$ cat config.mk
export PLATFORM = sky130hd
export DESIGN_NAME = three_axis_sample_averager_top
export DESIGN_NICKNAME = d
export VERILOG_FILES = /design/src/rtl/tsa_pkg.sv /design/src/rtl/three_axis_sample_averager_top.sv /design/src/rtl/tsa_ring_mem.sv
export SDC_FILE = /design/constraint.sdc
export NUM_CORES = 1
export LEC_CHECK = 0
export ABC_CLOCK_PERIOD_IN_PS = 9600
export BUFFER_PORTS_ARGS = -buffer_cell sky130_fd_sc_hd__buf_4
export CAP_MARGIN = 20
export CORE_UTILIZATION = 69
export CTS_CLUSTER_SIZE = 20
export DETAILED_ROUTE_END_ITERATION = 7
export MAX_ROUTING_LAYER = met4
export PLACE_DENSITY_LB_ADDON = 0.15
export SLEW_MARGIN = 20
export SYNTH_ARGS = -nofsm -noshare
export SYNTH_HDL_FRONTEND = slang
export SYNTH_HIERARCHICAL = 1
export SYNTH_SLANG_ARGS = --single-unit
$ cat constraint.sdc
create_clock -name clk -period 9.6 [get_ports clk]
set_input_delay 0.96 -clock clk [delete_from_list [all_inputs] [get_ports clk]]
set_output_delay 0.96 -clock clk [all_outputs]
set_load 0.02 [all_outputs]
$ cat src/rtl/tsa_pkg.sv
// Shared types and constants of the three-axis sample averager.
package tsa_pkg;

	localparam int NUM_AXES        = 3;
	localparam int DEF_RING_DEPTH  = 10;
	localparam int DEF_SAMPLE_BITS = 10;
	localparam int VALUE_W         = 10;
	localparam int TICK_W          = 8;
	localparam int CHAN_W          = 2;
	localparam int CFG_INDEX_W     = 2;
	localparam int CFG_DATA_W      = 10;

	localparam logic [TICK_W-1:0] TICK_LIMIT_RESET = 8'd100;
	localparam logic [VALUE_W-1:0] ALARM_THRESHOLD_RESET = 10'd0;

	// request kinds
	localparam logic REQ_TICK   = 1'b0;
	localparam logic REQ_SAMPLE = 1'b1;

	// channel codes
	localparam logic [CHAN_W-1:0] CH_X     = 2'd0;
	localparam logic [CHAN_W-1:0] CH_Y     = 2'd1;
	localparam logic [CHAN_W-1:0] CH_Z     = 2'd2;
	localparam logic [CHAN_W-1:0] CH_OTHER = 2'd3;

	// last step of the round-robin channel counter
	localparam logic [CHAN_W-1:0] LAST_STEP = CH_Z;

	// configuration register indexes
	localparam logic [CFG_INDEX_W-1:0] CFG_TICK_LIMIT      = 2'd0;
	localparam logic [CFG_INDEX_W-1:0] CFG_ALARM_THRESHOLD = 2'd1;

	typedef struct packed {
		logic               req_type;
		logic [CHAN_W-1:0]  sample_channel;
		logic [VALUE_W-1:0] sample_value;
	} req_item_t;

	typedef struct packed {
		logic               start_request;
		logic [CHAN_W-1:0]  start_channel;
		logic               avg_valid;
		logic [VALUE_W-1:0] avg_x;
		logic [VALUE_W-1:0] avg_y;
		logic [VALUE_W-1:0] avg_z;
		logic               calibrated;
		logic               below_alarm;
	} rsp_item_t;

endpackage

$ cat src/rtl/three_axis_sample_averager_top.sv
// Top level of the three-axis sample averager.
//
// Usage: the req channel carries timer ticks and finished conversion samples,
// the rsp channel returns exactly one result item per request item, in order.
// A tick advances the tick counter; once it reaches tick_limit the result asks
// for a conversion on the channel named by the round-robin step counter.
// A sample on x, y or z replaces the oldest entry of that channel's ring and
// updates its running sum; every third sample refreshes the truncated means
// of all three rings and sets calibrated. Any sample below alarm_threshold
// flags below_alarm.
// The cfg channel writes tick_limit (index 0) and alarm_threshold (index 1);
// it is always ready and should be used only while no item is in flight.
// An accepted item passes through stage 1, stage 2 and the output register to rsp.
// Throughput: one item per cycle while rsp does not stall, set by the single
// read-modify-write of the ring memory (read at accept, written back from stage 1).
// Reset clears the rings (through per-entry valid bits), sums, means,
// counters and flags at once; no clearing pass is needed.
// When rsp stalls, the result holds in the output register, the two inner
// stages fill, and req_ready drops only once all three are occupied.
module three_axis_sample_averager_top #(
	parameter int RING_DEPTH  = tsa_pkg::DEF_RING_DEPTH,
	parameter int SAMPLE_BITS = tsa_pkg::DEF_SAMPLE_BITS
) (
	input  logic                                clk,
	input  logic                                arst_n,
	input  logic                                req_valid,
	output logic                                req_ready,
	input  tsa_pkg::req_item_t                  req,
	output logic                                rsp_valid,
	input  logic                                rsp_ready,
	output tsa_pkg::rsp_item_t                  rsp,
	input  logic                                cfg_valid,
	output logic                                cfg_ready,
	input  logic [tsa_pkg::CFG_INDEX_W-1:0]     cfg_index,
	input  logic [tsa_pkg::CFG_DATA_W-1:0]      cfg_data
);

	localparam int NUM_ENTRIES = tsa_pkg::NUM_AXES * RING_DEPTH;
	localparam int ADDR_W      = $clog2(NUM_ENTRIES);
	localparam int POS_W       = $clog2(RING_DEPTH);
	localparam int SUM_W       = SAMPLE_BITS + POS_W;
	localparam int VALUE_W     = tsa_pkg::VALUE_W;
	localparam int CHAN_W      = tsa_pkg::CHAN_W;
	localparam int TICK_W      = tsa_pkg::TICK_W;
	// divide by RING_DEPTH as multiply by a rounded-up reciprocal, exact for all sums
	localparam int MUL_K       = SUM_W + POS_W;
	localparam int PROD_W      = 2 * SUM_W + 1;
	localparam logic [SUM_W:0] MUL_M =
		(SUM_W+1)'(((longint'(1) << MUL_K) + longint'(RING_DEPTH) - 1) / RING_DEPTH);
	localparam logic [VALUE_W-1:0] SAMPLE_MASK = (SAMPLE_BITS >= VALUE_W) ?
		{VALUE_W{1'b1}} : VALUE_W'((1 << SAMPLE_BITS) - 1);

	typedef struct packed {
		logic                   store;
		logic [CHAN_W-1:0]      axis;
		logic [ADDR_W-1:0]      addr;
		logic [SAMPLE_BITS-1:0] sample;
		logic                   wrap;
		logic                   start_request;
		logic [CHAN_W-1:0]      start_channel;
		logic                   calibrated;
		logic                   below_alarm;
	} stage_t;

	// configuration
	logic [TICK_W-1:0]  tick_limit_q;
	logic [VALUE_W-1:0] alarm_threshold_q;

	// control state
	logic [TICK_W-1:0] tick_count_q;
	logic [CHAN_W-1:0] step_q;
	logic              calibrated_q;
	logic [POS_W-1:0]  pos_q [tsa_pkg::NUM_AXES];
	logic [SUM_W-1:0]  sum_q [tsa_pkg::NUM_AXES];
	logic [VALUE_W-1:0] mean_q [tsa_pkg::NUM_AXES];

	// pipeline
	logic               valid_s1, valid_s2, out_valid_q;
	stage_t             st_s1, st_s2, st_new;
	tsa_pkg::rsp_item_t rsp_q;

	logic req_accept, s1_free, s2_free, out_free, s1_adv, s2_adv;

	// accept-side decode
	logic               is_sample, is_store;
	logic [CHAN_W-1:0]  axis_new;
	logic [POS_W-1:0]   pos_cur;
	logic [VALUE_W-1:0] sample_masked;
	logic               tick_fire;

	// memory
	logic [SAMPLE_BITS-1:0] old_sample;
	logic [SUM_W-1:0]       sum_upd;
	logic [PROD_W-1:0]      prod [tsa_pkg::NUM_AXES];
	logic [VALUE_W-1:0]     mean_new [tsa_pkg::NUM_AXES];

	// handshakes
	assign out_free   = !out_valid_q || rsp_ready;
	assign s2_free    = !valid_s2 || out_free;
	assign s1_free    = !valid_s1 || s2_free;
	assign s1_adv     = valid_s1 && s2_free;
	assign s2_adv     = valid_s2 && out_free;
	assign req_ready  = s1_free;
	assign req_accept = req_valid && req_ready;
	assign cfg_ready  = 1'b1;

	assign rsp_valid = out_valid_q;
	assign rsp       = rsp_q;

	// decode the incoming item
	assign is_sample     = (req.req_type == tsa_pkg::REQ_SAMPLE);
	assign is_store      = is_sample && (req.sample_channel != tsa_pkg::CH_OTHER);
	assign axis_new      = is_store ? req.sample_channel : tsa_pkg::CH_X;
	assign pos_cur       = pos_q[axis_new];
	assign sample_masked = req.sample_value & SAMPLE_MASK;
	assign tick_fire     = (tick_count_q >= tick_limit_q);

	always_comb begin
		st_new               = '0;
		st_new.store         = is_store;
		st_new.axis          = axis_new;
		st_new.addr          = ADDR_W'(int'(axis_new) * RING_DEPTH) + ADDR_W'(pos_cur);
		st_new.sample        = SAMPLE_BITS'(sample_masked);
		st_new.wrap          = is_sample && (step_q == tsa_pkg::LAST_STEP);
		st_new.start_request = !is_sample && tick_fire;
		st_new.start_channel = (!is_sample && tick_fire) ? step_q : tsa_pkg::CH_X;
		st_new.calibrated    = calibrated_q || st_new.wrap;
		st_new.below_alarm   = is_sample && (sample_masked < alarm_threshold_q);
	end

	// ring storage: read at accept, write back when the item leaves stage 1
	tsa_ring_mem #(
		.DEPTH (NUM_ENTRIES),
		.WIDTH (SAMPLE_BITS)
	) u_ring_mem (
		.clk     (clk),
		.arst_n  (arst_n),
		.rd_en   (req_accept && is_store),
		.rd_addr (st_new.addr),
		.rd_data (old_sample),
		.wr_en   (s1_adv && st_s1.store),
		.wr_addr (st_s1.addr),
		.wr_data (st_s1.sample)
	);

	// drop the oldest sample, add the new one
	assign sum_upd = sum_q[st_s1.axis] - SUM_W'(old_sample) + SUM_W'(st_s1.sample);

	// means from the sums, which already include the item in stage 2
	always_comb begin
		for (int a = 0; a < tsa_pkg::NUM_AXES; a++) begin
			prod[a]     = PROD_W'(sum_q[a]) * PROD_W'(MUL_M);
			mean_new[a] = VALUE_W'(prod[a] >> MUL_K);
		end
	end

	// configuration registers
	always_ff @(posedge clk or negedge arst_n) begin
		if (!arst_n) begin
			tick_limit_q      <= tsa_pkg::TICK_LIMIT_RESET;
			alarm_threshold_q <= tsa_pkg::ALARM_THRESHOLD_RESET;
		end else if (cfg_valid && cfg_ready) begin
			unique case (cfg_index)
				tsa_pkg::CFG_TICK_LIMIT: begin
					tick_limit_q <= cfg_data[TICK_W-1:0];
				end
				tsa_pkg::CFG_ALARM_THRESHOLD: begin
					alarm_threshold_q <= cfg_data[VALUE_W-1:0];
				end
				default: begin
				end
			endcase
		end
	end

	// accept-time state: tick counter, step counter, ring positions
	always_ff @(posedge clk or negedge arst_n) begin
		if (!arst_n) begin
			tick_count_q <= '0;
			step_q       <= tsa_pkg::CH_X;
			calibrated_q <= 1'b0;
			for (int a = 0; a < tsa_pkg::NUM_AXES; a++) begin
				pos_q[a] <= '0;
			end
		end else if (req_accept) begin
			if (!is_sample) begin
				tick_count_q <= tick_fire ? '0 : tick_count_q + 1'b1;
			end else begin
				step_q <= st_new.wrap ? tsa_pkg::CH_X : step_q + 1'b1;
				if (st_new.wrap) begin
					calibrated_q <= 1'b1;
				end
				if (is_store) begin
					pos_q[axis_new] <= (int'(pos_cur) == RING_DEPTH - 1) ?
						'0 : pos_cur + 1'b1;
				end
			end
		end
	end

	// running sums and held means
	always_ff @(posedge clk or negedge arst_n) begin
		if (!arst_n) begin
			for (int a = 0; a < tsa_pkg::NUM_AXES; a++) begin
				sum_q[a]  <= '0;
				mean_q[a] <= '0;
			end
		end else begin
			if (s1_adv && st_s1.store) begin
				sum_q[st_s1.axis] <= sum_upd;
			end
			if (s2_adv && st_s2.wrap) begin
				for (int a = 0; a < tsa_pkg::NUM_AXES; a++) begin
					mean_q[a] <= mean_new[a];
				end
			end
		end
	end

	// pipeline valids
	always_ff @(posedge clk or negedge arst_n) begin
		if (!arst_n) begin
			valid_s1    <= 1'b0;
			valid_s2    <= 1'b0;
			out_valid_q <= 1'b0;
		end else begin
			if (s1_free) begin
				valid_s1 <= req_accept;
			end
			if (s2_free) begin
				valid_s2 <= valid_s1;
			end
			if (out_free) begin
				out_valid_q <= valid_s2;
			end
		end
	end

	// pipeline payload: hold while stalled
	always_ff @(posedge clk) begin
		if (req_accept) begin
			st_s1 <= st_new;
		end
		if (s1_adv) begin
			st_s2 <= st_s1;
		end
		if (s2_adv) begin
			rsp_q.start_request <= st_s2.start_request;
			rsp_q.start_channel <= st_s2.start_channel;
			rsp_q.avg_valid     <= st_s2.wrap;
			rsp_q.avg_x         <= st_s2.wrap ? mean_new[0] : mean_q[0];
			rsp_q.avg_y         <= st_s2.wrap ? mean_new[1] : mean_q[1];
			rsp_q.avg_z         <= st_s2.wrap ? mean_new[2] : mean_q[2];
			rsp_q.calibrated    <= st_s2.calibrated;
			rsp_q.below_alarm   <= st_s2.below_alarm;
		end
	end

	// a ring entry is never read in the cycle it is written back
	assert property (@(posedge clk) disable iff (!arst_n)
		(req_accept && is_store && s1_adv && st_s1.store) |-> (st_new.addr != st_s1.addr))
		else $error("ring read and write-back collide on one entry");

	// a stalled stage keeps its item
	assert property (@(posedge clk) disable iff (!arst_n)
		(valid_s2 && !out_free) |=> valid_s2)
		else $error("stage 2 item dropped while stalled");

	// fresh means always come with the calibrated flag
	assert property (@(posedge clk) disable iff (!arst_n)
		(rsp_valid && rsp.avg_valid) |-> rsp.calibrated)
		else $error("means refreshed without calibrated");

	// calibration never clears once set
	assert property (@(posedge clk) disable iff (!arst_n)
		calibrated_q |=> calibrated_q)
		else $error("calibrated flag fell");

	// the step counter only walks x, y, z
	assert property (@(posedge clk) disable iff (!arst_n)
		(step_q != tsa_pkg::CH_OTHER))
		else $error("step counter left the axis range");

endmodule

$ cat src/rtl/tsa_ring_mem.sv
// Sample ring storage: one write port, one registered read port, per-entry valid bits.
module tsa_ring_mem #(
	parameter int DEPTH = 30,
	parameter int WIDTH = 10
) (
	input  logic                     clk,
	input  logic                     arst_n,
	input  logic                     rd_en,
	input  logic [$clog2(DEPTH)-1:0] rd_addr,
	output logic [WIDTH-1:0]         rd_data,
	input  logic                     wr_en,
	input  logic [$clog2(DEPTH)-1:0] wr_addr,
	input  logic [WIDTH-1:0]         wr_data
);

	logic [WIDTH-1:0] mem_q [DEPTH];
	logic [WIDTH-1:0] rd_data_q;
	logic [DEPTH-1:0] valid_q;
	logic             rd_valid_q;

	// storage and read data: no reset
	always_ff @(posedge clk) begin
		if (wr_en) begin
			mem_q[wr_addr] <= wr_data;
		end
		if (rd_en) begin
			rd_data_q <= mem_q[rd_addr];
		end
	end

	// entries never written read as zero
	always_ff @(posedge clk or negedge arst_n) begin
		if (!arst_n) begin
			valid_q    <= '0;
			rd_valid_q <= 1'b0;
		end else begin
			if (wr_en) begin
				valid_q[wr_addr] <= 1'b1;
			end
			if (rd_en) begin
				rd_valid_q <= valid_q[rd_addr];
			end
		end
	end

	assign rd_data = rd_valid_q ? rd_data_q : '0;

endmodule
==> results of run 1 <==
-- layer usage --
| layer | track usage [%] | vias to the layer above | part of all wire, % |
|---|---|---|---|
| met4 | 12.8 | 0 | 3.9 |
| met5 | - | - | 0 |
| met3 | 3.42 | 184 | 4.8 |
| met2 | 54.6 | 655 | 53 |
| met1 | 38.5 | 9490 | 39 |
| li1 | - | 8409 | - |
-- registers in the layout, summed over array words and instances, names as in the netlist --
name                   flops
mean_q                    30
tick_count_q               8
valid_s2                   1
st_s1                     24
st_s2                      6
u_ring_mem/rd_valid_q      1
sum_q                     42
rsp                       36
valid_s1                   1
step_q                     2
u_ring_mem/rd_data_q      10
u_ring_mem/valid_q        30
rsp_valid                  1
calibrated_q               1
u_ring_mem/mem_q         300
tick_limit_q               8
alarm_threshold_q         10
pos_q                     12
-- worst max-delay path, cell delays in order (launching register included) --
cell and delay (ns):
dfrtp_1 0.45, inv_1 0.07, ha_1 0.29, inv_1 0.16
fa_1 0.45, fa_1 0.52, inv_1 0.06, fa_1 0.53
inv_1 0.05, fa_1 0.50, inv_1 0.05, fa_1 0.49
inv_1 0.04, ha_1 0.32, a21oi_1 0.16, a21boi_1 0.08
o311ai_1 0.38, a41oi_1 0.29, a31oi_2 0.40, o21ai_1 0.14
xnor2_1 0.16, mux2_2 0.27
-- Yosys cell counts, drive strengths merged, types with 4 or more instances --
cell / count
a221oi: 4
mux4: 97
a21boi: 4
nor3b: 6
inv: 424
edfxtp: 376
o311ai: 6
xor2: 13
nor3: 17
o211ai: 10
nor2: 82
o21ai: 55
nand2: 109
nor2b: 14
a21oi: 59
dfrtp: 144
xnor2: 37
a41oi: 5
nand3b: 10
or2: 43
and3: 9
nand2b: 13
o21bai: 6
mux2: 106
nand3: 27
buf: 21
mux2i: 20
clkbuf: 38
and2: 18
fa: 191
a21o: 28
a31oi: 11
ha: 326
-- how the worst max path moves through the flow --
stage	slack, ns	cells past startpoint	to	start
floorplan	3.94	19	rsp[20]	sum_q[25]
global placement	3.53	19	rsp[20]	sum_q[25]
detailed placement	3.45	21	rsp[21]	sum_q[26]
CTS	3.43	21	rsp[21]	sum_q[26]
global route	3.15	21	rsp[20]	sum_q[26]
finish	3.49	21	rsp[21]	sum_q[26]
-- cells by family after synthesis --
group                    Yosys count
flip-flops                       523
adder cells (fa/ha/maj)          517
buffers and inverters            483
AND/OR/NAND/NOR                  362
multiplexers                     223
AO/OA/AOI/OAI                    216
XOR/XNOR                          50
other                              1
-- final cells by class --
cell class                      instances  area, um^2
Clock buffer                           72        1480
Fill cell                            2671       10600
Timing Repair Buffer                   88         694
Inverter                              424        1600
Tap cell                              600         751
Multi-Input combinational cell       1369       15200
Clock inverter                         24         285
Sequential cell                       523       15000
-- stage by stage --
step	hold WS [ns]	std cells	util, %
4_1_cts	0.419	3096	76.7
5_1_grt	0.434	3100	76.8
2_1_floorplan	0.400	2375	-
3_3_place_gp	0.405	3000	72.8
3_5_place_dp	0.406	3000	72.8
6_report	0.420	3100	76.8
==> impl_summary.log, run 1 <==
INFO  metric outcome = finished clean
INFO  metric postSynth.topFlopCell = edfxtp_1
INFO  metric slew_headroom = 24.6%
INFO  metric drt_pre_antenna_iters = 5
INFO  metric grt_start_max_net_pins = 91
INFO  metric fin_tns_setup = 0 ns
INFO  metric dr_total_vias = 18700
INFO  metric first_global_vias = 20200
INFO  metric synth_top_family_by_area = adder cells
INFO  metric r2r_setup_slack = 3.49 ns
INFO  metric synth_simple_gate_area_share = 5.55%
INFO  metric critical_path_startpoint_category = flip-flop
INFO  metric cts_buffers = 51
INFO  metric core.rowCount = 78
INFO  metric synth_mux_area_share = 11.2%
INFO  metric hpwlAfterDp = 47.8 mm
INFO  metric cts_num_sinks = 523
INFO  metric cts.reportedPaths.clkPinSlew = 0.06 ns
INFO  metric critical_path.max_fanout = 6
INFO  metric hold_violations = 0
INFO  metric post-route-drc-count = 0
INFO  metric yosys.area_share.xor_xnor = 1.37%
INFO  metric critical_path_arrival = 6.47 ns
INFO  metric post_synth_fa_ha_maj_area_fraction = 24.7%
INFO  metric clock-root-buffer = clkbuf_16
INFO  metric critPathCaptureType = flip-flop
INFO  metric postCtsSetupBuffers = 0
INFO  metric core_region_area = 0.0456 mm^2
INFO  metric mostFrequentLayoutCells = 423 x inv_1, 376 x edfxtp_1, 325 x ha_1
INFO  metric synth.top_cell.area_share = 35.3%
INFO  metric setup_viol = 0
INFO  metric cap_viol_max_count = 0
INFO  metric gr-usage-all-layers = 31.7%
INFO  metric synth.lib_cells_used.distinct = 79
INFO  metric grt_setup_unrepaired = false
INFO  metric cts-hold-fix-buffers = 0
INFO  metric nNetsFinal = 3004
INFO  metric finalWirelength = 69.2 mm
INFO  metric hold_class = input pin to asynchronous set/reset pin
INFO  metric worst_ep_required_time = 9.96 ns
INFO  metric detailed_place.area = 0.0332 mm^2
INFO  metric post-route-min-period = 6.11 ns
INFO  metric netlist_instances = 2375
INFO  metric postSynth.asyncResetShare = 28.1%
INFO  metric flop_and_latch_count_out_of_synthesis = 523
INFO  metric drtIter0Drc = 1384
INFO  metric antenna_violations_before_repair = 0
INFO  metric netlist.top_cell.by_area = edfxtp_1
INFO  metric avgSynthCellArea = 13.5 um^2
INFO  metric fp.dieArea = 0.0473 mm^2
INFO  metric timing.final.ws_setup = 3.49 ns
INFO  metric final_layout_size_suffix_gt1_share = 17.6%
INFO  metric drv_slew = 0
INFO  metric final_critical_path_share_of_the_clock_period = 63.7%
INFO  metric antenna_cells = 0
INFO  metric r2r_end = rsp[21]
INFO  metric synth_enable_flop_cells = 376
INFO  metric chipHeight = 217 um
INFO  metric htree_num_levels = 2
INFO  metric final_cell_area = 0.0350 mm^2
INFO  metric floorplan.initialDensity = 70.3%
INFO  metric netlist_top_cells_area = edfxtp_1 35%, ha_1 13%, fa_1 12%
INFO  metric critPathKind = flip-flop to flip-flop
INFO  metric layout_commonest_cell = inv_1
INFO  metric clk-insertion-delay-late = 0.63 ns
INFO  metric die_width = 217 um
INFO  metric synth_compound_area_share = 4.64%
INFO  metric fmaxAchievable = 0.164 GHz
INFO  metric globalRoute.totalOverflow = 0
INFO  metric detail_route.wl_per_cell = 22.3 um
INFO  metric dpl_worst_slack = 3.45 ns
INFO  metric syn_warnings = 6
INFO  metric cts-resized-gates = 0
INFO  metric worstReg2RegStart = sum_q[26]
INFO  metric r2r.worst_path.cells = 21
INFO  metric vias_per_cell = 6.04
INFO  metric cts-root-to-sink-buffers = 3
INFO  metric final_worst_clock_skew = 0.0591 ns
INFO  metric synthesized_netlist_net_count = 2922
INFO  metric ant_nets = 0
INFO  metric gpl.final_weighted_congestion = 0.918
INFO  metric num_io_pins = 69
INFO  metric tightestPinTransition = 1.13 ns
INFO  metric synth-seq-area-share = 46.8%
INFO  metric port_buffers = 67
INFO  metric layout-area-overhead-vs-synth = 9.28%
INFO  metric grt_first_pass_wirelength = 110 mm
INFO  metric cts_tree = done
INFO  metric syn-cell-area = 0.0320 mm^2
Power of run 1 is not shown: default switching activity piles up to over one toggle a cycle in this logic, so the estimate is an artifact.
==> inputs of run 2 (changes only) <==
- ABC_CLOCK_PERIOD_IN_PS: 9600 -> 6000
- CORE_UTILIZATION: 69 -> 64
- clock period: 9.6 -> 6 ns (I/O delays scaled with it)
==> impl_summary.log, run 2 (synthesis gave the netlist of run 1 again) <==
INFO  metric outcome = finished clean
INFO  metric hold_class = input pin to flip-flop
INFO  metric top_register = u_ring_mem/mem_q
INFO  metric drtIter0Drc = 1198
INFO  metric worst_ep_required_time = 6.34 ns
INFO  metric die_width = 226 um
INFO  metric gpl.final_weighted_congestion = 0.938
INFO  metric chipHeight = 226 um
INFO  metric drt_pre_antenna_iters = 5
INFO  metric num_io_pins = 69
INFO  metric cts_num_sinks = 523
INFO  metric cts.reportedPaths.clkPinSlew = 0.06 ns
INFO  metric globalRoute.totalOverflow = 0
INFO  metric hpwlAfterDp = 48.2 mm
INFO  metric cts-root-to-sink-buffers = 3
INFO  metric timing.final.ws_setup = 0.246 ns
INFO  metric critical_path_arrival = 6.10 ns
INFO  metric floorplan.initialDensity = 65.2%
INFO  metric finalWirelength = 67.2 mm
INFO  metric first_global_vias = 19600
INFO  metric dr_total_vias = 18400
INFO  metric crit_path_start = sum_q[39]
INFO  metric final.hold.worst_slack = 0.173 ns
INFO  metric dpl.cell_count = 3092
INFO  metric ant_nets = 0
INFO  metric critPathKind = flip-flop to flip-flop
INFO  metric final_layout_size_suffix_gt1_share = 19.0%
INFO  metric nNetsFinal = 3036
INFO  metric core.rowCount = 81
INFO  metric slew_headroom = 23.1%
INFO  metric core_region_area = 0.0492 mm^2
INFO  metric critPathCaptureType = flip-flop
INFO  metric htree_num_levels = 2
INFO  metric fin_tns_setup = 0 ns
INFO  metric setup_viol = 0
INFO  metric post-route-min-period = 5.75 ns
INFO  metric dpl_worst_slack = -0.102 ns
INFO  metric port_buffers = 67
INFO  metric grt_first_pass_wirelength = 107 mm
INFO  metric fp.dieArea = 0.0509 mm^2
INFO  metric detail_route.wl_per_cell = 21.0 um
INFO  metric r2r_setup_slack = 0.25 ns
INFO  metric antenna_violations_before_repair = 0
INFO  metric cts_buffers = 52
INFO  metric cp_slowest_cell = fa_2
INFO  metric layout-area-overhead-vs-synth = 10.4%
INFO  metric final-instance-count-excl-fill = 3196
INFO  metric gr-usage-all-layers = 28.5%
INFO  metric clock-root-buffer = clkbuf_16
INFO  metric post-route-drc-count = 0
INFO  metric drv_slew = 0
INFO  metric r2r.worst_path.cells = 19
INFO  metric worstReg2RegStart = sum_q[39]
INFO  metric endpoint = rsp[30]
INFO  metric number_of_flip_flops_in_the_largest_register = 300
INFO  metric cap_viol_max_count = 0
INFO  metric critical_path_startpoint_category = flip-flop
INFO  metric vias_per_cell = 5.77
INFO  metric antenna_cells = 0
INFO  metric cpPeakStageDelay = 0.56 ns
INFO  metric tightestPinTransition = 1.15 ns
INFO  metric cts_tree = done
INFO  metric critical_path.max_fanout = 5
INFO  metric final_critical_path_share_of_the_clock_period = 95.9%
INFO  metric layout_commonest_cell = inv_1
INFO  metric fmaxAchievable = 0.174 GHz
INFO  metric r2r_end = rsp[30]
INFO  metric hold_violations = 0
INFO  metric clk-insertion-delay-late = 0.62 ns
INFO  metric mostFrequentLayoutCells = 422 x inv_1, 376 x edfxtp_1, 324 x ha_1
INFO  metric worstPathCellList = fa_2 > inv_1 > fa_1 > fa_2 > fa_1 > inv_1 > fa_1 > inv_1 > fa_1 > inv_1 > ha_1 > a21o_1 > a21oi_2 > o221ai_2 > a221oi_4 > o211ai_4 > a21oi_4 > xnor2_1 > mux2_2
INFO  metric final_worst_clock_skew = 0.0379 ns
INFO  metric grt_start_max_net_pins = 57
run 2: changes by cell type in the layout (fill, tap and decap cells not counted), moves of 4 or more:
cell / before / now
buf_4: 83 / 114
clkbuf_8: 8 / 0
clkinv_1: 4 / 10
buf_8: 4 / 0
run 2: worst min path at each step:
| stage | slack, ns | from | end | cells after the start |
|---|---|---|---|---|
| 2_1_floorplan | 0.30 | arst_n | alarm_threshold_q[0] | 0 |
| 3_3_place_gp | 0.41 | st_s1[1] | st_s2[1] | 0 |
| 3_5_place_dp | 0.40 | st_s2[2] | rsp[33] | 0 |
| 4_1_cts | 0.15 | req[0] | st_s1[6] | 1 |
| 5_1_grt | 0.16 | req[0] | st_s1[6] | 1 |
| 6_report | 0.17 | req[0] | st_s1[6] | 1 |
run 2: stage by stage:
step | instance area, um^2 | utilization [%]
after global routing | 35400 | 71.9
after global placement | 33500 | 68.1
final | 35400 | 71.9
after CTS | 35200 | 71.6
after floorplan | 32000 | -
after detailed placement | 33500 | 68.1
run 2: what timing repair did:
action | 4_1_cts | 5_1_grt
hold endpoints to repair | 43 | 0
pin swaps | 1 | 11
endpoints found under the setup margin | 4 | 22
hold buffers | 1 | 0
setup buffers | 1 | 3
gates cloned | 0 | 0
resized for setup | 1 | 16
run 2: final cells by class:
type                    instances  area, um^2
clock buffers                  63        1340
fillers                      3202       13800
flip-flops and latches        523       15000
well taps                     664         831
inverters                     424        1590
repair buffers                119         952
multi-input cells            1369       15300
clock inverters                34         365
run 2: per-layer routing:
metal	GRT usage [%]	share of wire, %	up-vias
li1	-	-	8478
met1	35.6	40	9347
met2	48.1	51	492
met3	3.24	4.8	122
met4	11.1	3.8	0
met5	-	0	-
run 2: worst max-delay path, delay by kind of cell, from the launching register on:
| family | cells | cell delay, ns |
|---|---|---|
| flip-flops | 1 | 0.40 |
| XOR/XNOR | 1 | 0.10 |
| adder cells (fa/ha/maj) | 7 | 3.23 |
| multiplexers | 1 | 0.27 |
| buffers and inverters | 4 | 0.20 |
| AO/OA/AOI/OAI | 6 | 1.28 |
Power of run 2 is left out for the same reason.
==> inputs of run 3 (changes only) <==
- ABC_CLOCK_PERIOD_IN_PS: 6000 -> 6650
- CORE_UTILIZATION: 64 -> 69
- clock period: 6 -> 6.65 ns (I/O delays scaled with it)
==> impl_summary.log, run 3 (synthesis gave the netlist of run 1 again) <==
INFO  metric outcome = finished clean
INFO  metric cts_buffers = 51
INFO  metric worst_ep_required_time = 7.02 ns
INFO  metric tightestPinTransition = 1.10 ns
INFO  metric cts-resized-gates = 0
INFO  metric fillerInstances = 2626
INFO  metric hold_violations = 0
INFO  metric final-instance-count-excl-fill = 3104
INFO  metric core_region_area = 0.0456 mm^2
INFO  metric vias_per_cell = 6.13
INFO  metric cts.reportedPaths.clkPinSlew = 0.06 ns
INFO  metric critical_path_arrival = 6.52 ns
INFO  metric core.rowCount = 78
INFO  metric fin_tns_setup = 0 ns
INFO  metric globalRoute.totalOverflow = 0
INFO  metric fin_util = 77.1%
INFO  metric htree_num_levels = 2
INFO  metric cts_tree = done
INFO  metric final_critical_path_share_of_the_clock_period = 92.6%
INFO  metric hpwlAfterDp = 49.4 mm
INFO  metric clk-insertion-delay-late = 0.63 ns
INFO  metric r2r.worst_path.cells = 21
INFO  metric floorplan.initialDensity = 70.3%
INFO  metric dpl_worst_slack = 0.457 ns
INFO  metric cap_viol_max_count = 0
INFO  metric critPathKind = flip-flop to flip-flop
INFO  metric r2r_end = rsp[20]
INFO  metric grt_first_pass_wirelength = 113 mm
INFO  metric ant_nets = 0
INFO  metric final_layout_size_suffix_gt1_share = 17.9%
INFO  metric post-route-min-period = 6.16 ns
INFO  metric r2r_setup_slack = 0.49 ns
INFO  metric drtIter0Drc = 1536
INFO  metric layout-area-overhead-vs-synth = 9.67%
INFO  metric timing.final.ws_setup = 0.491 ns
INFO  metric fmaxAchievable = 0.162 GHz
INFO  metric timing.critical_path.max_delay_family = adder cells
INFO  metric gpl.final_weighted_congestion = 0.926
INFO  metric top_register = u_ring_mem/mem_q
INFO  metric cts_num_sinks = 523
INFO  metric cts-hold-fix-buffers = 0
INFO  metric cpPeakStageDelay = 0.53 ns
INFO  metric final_worst_clock_skew = 0.0637 ns
INFO  metric dpl.cell_count = 3004
INFO  metric mostFrequentLayoutCells = 423 x inv_1, 376 x edfxtp_1, 325 x ha_1
INFO  metric slew_headroom = 26.1%
INFO  metric number_of_flip_flops_in_the_largest_register = 300
INFO  metric first_global_vias = 20400
INFO  metric worstPathCellList = inv_1 > ha_1 > inv_1 > fa_1 > fa_1 > inv_1 > fa_1 > inv_1 > fa_1 > inv_1 > fa_1 > inv_1 > ha_1 > a21oi_1 > a21boi_1 > o311ai_1 > a41oi_1 > a31oi_2 > o21bai_1 > xor2_1 > mux2_2
INFO  metric path_common_cell = inv_1
INFO  metric nNetsFinal = 3007
INFO  metric grt_start_max_net_pins = 80
INFO  metric worstReg2RegStart = sum_q[26]
INFO  metric antenna_violations_before_repair = 1
INFO  metric cp_slowest_cell = fa_1
INFO  metric die_width = 217 um
INFO  metric gr-usage-all-layers = 32.6%
INFO  metric drv_slew = 0
INFO  metric layout_commonest_cell = inv_1
INFO  metric critPathCaptureType = flip-flop
INFO  metric grt_setup_unrepaired = false
INFO  metric chipHeight = 217 um
INFO  metric port_buffers = 67
INFO  metric hold_class = input pin to asynchronous set/reset pin
INFO  metric finalWirelength = 71.2 mm
INFO  metric fp.dieArea = 0.0473 mm^2
INFO  metric num_io_pins = 69
INFO  metric post-route-drc-count = 0
INFO  metric critical_path.max_fanout = 6
INFO  metric clock-root-buffer = clkbuf_16
INFO  metric critical_path_startpoint_category = flip-flop
INFO  metric cts-root-to-sink-buffers = 3
INFO  metric postCtsSetupBuffers = 0
INFO  metric setup_viol = 0
INFO  metric worst-path-buf-inv = 6
INFO  metric drt_pre_antenna_iters = 6
INFO  metric detail_route.wl_per_cell = 22.9 um
INFO  metric dr_total_vias = 19000
-- run 3: how the worst max path moves through the flow --
stage	startpoint	endpoint	slack, ns	cells after the start
floorplan	sum_q[25]	rsp[20]	0.99	19
global placement	sum_q[25]	rsp[20]	0.59	19
detailed placement	sum_q[26]	rsp[20]	0.46	21
CTS	sum_q[26]	rsp[20]	0.45	21
global route	sum_q[26]	rsp[20]	0.10	21
finish	sum_q[26]	rsp[20]	0.49	21
-- run 3: final cells by class --
type / instances / area [um^2] / share of cell area [%]
Sequential cell: 523 / 15000 / 42.6
Antenna cell: 1 / 2.50 / 0.00712
Tap cell: 600 / 751 / 2.14
Inverter: 424 / 1590 / 4.54
Clock buffer: 67 / 1420 / 4.04
Timing Repair Buffer: 91 / 739 / 2.11
Clock inverter: 29 / 423 / 1.20
Multi-Input combinational cell: 1369 / 15200 / 43.3
-- run 3: metrics by stage --
step                      cell area, um^2  hold slack, ns
after floorplan                     32000           0.369
after global placement              33200           0.407
after detailed placement            33200           0.405
after CTS                           35100          0.0940
after global routing                35100           0.132
final                               35100          0.0885
-- run 3: layer usage --
| layer | wire length (um) | vias up | global-route usage [%] |
|---|---|---|---|
| met1 | 26900 | 9635 | 39.8 |
| met3 | 4070 | 182 | 3.75 |
| met4 | 3150 | 0 | 13.7 |
| met5 | 0 | - | - |
| li1 | - | 8421 | - |
| met2 | 37000 | 795 | 55.4 |
-- run 3: worst register-to-register path: stages (launching register included) --
cell,delay [ns]
dfrtp_1,0.46
inv_1,0.07
ha_1,0.27
inv_1,0.09
fa_1,0.52
fa_1,0.52
inv_1,0.05
fa_1,0.53
inv_1,0.05
fa_1,0.49
inv_1,0.05
fa_1,0.50
inv_1,0.04
ha_1,0.32
a21oi_1,0.16
a21boi_1,0.09
o311ai_1,0.42
a41oi_1,0.28
a31oi_2,0.39
o21bai_1,0.14
xor2_1,0.18
mux2_2,0.29
Power of run 3 is left out for the same reason.
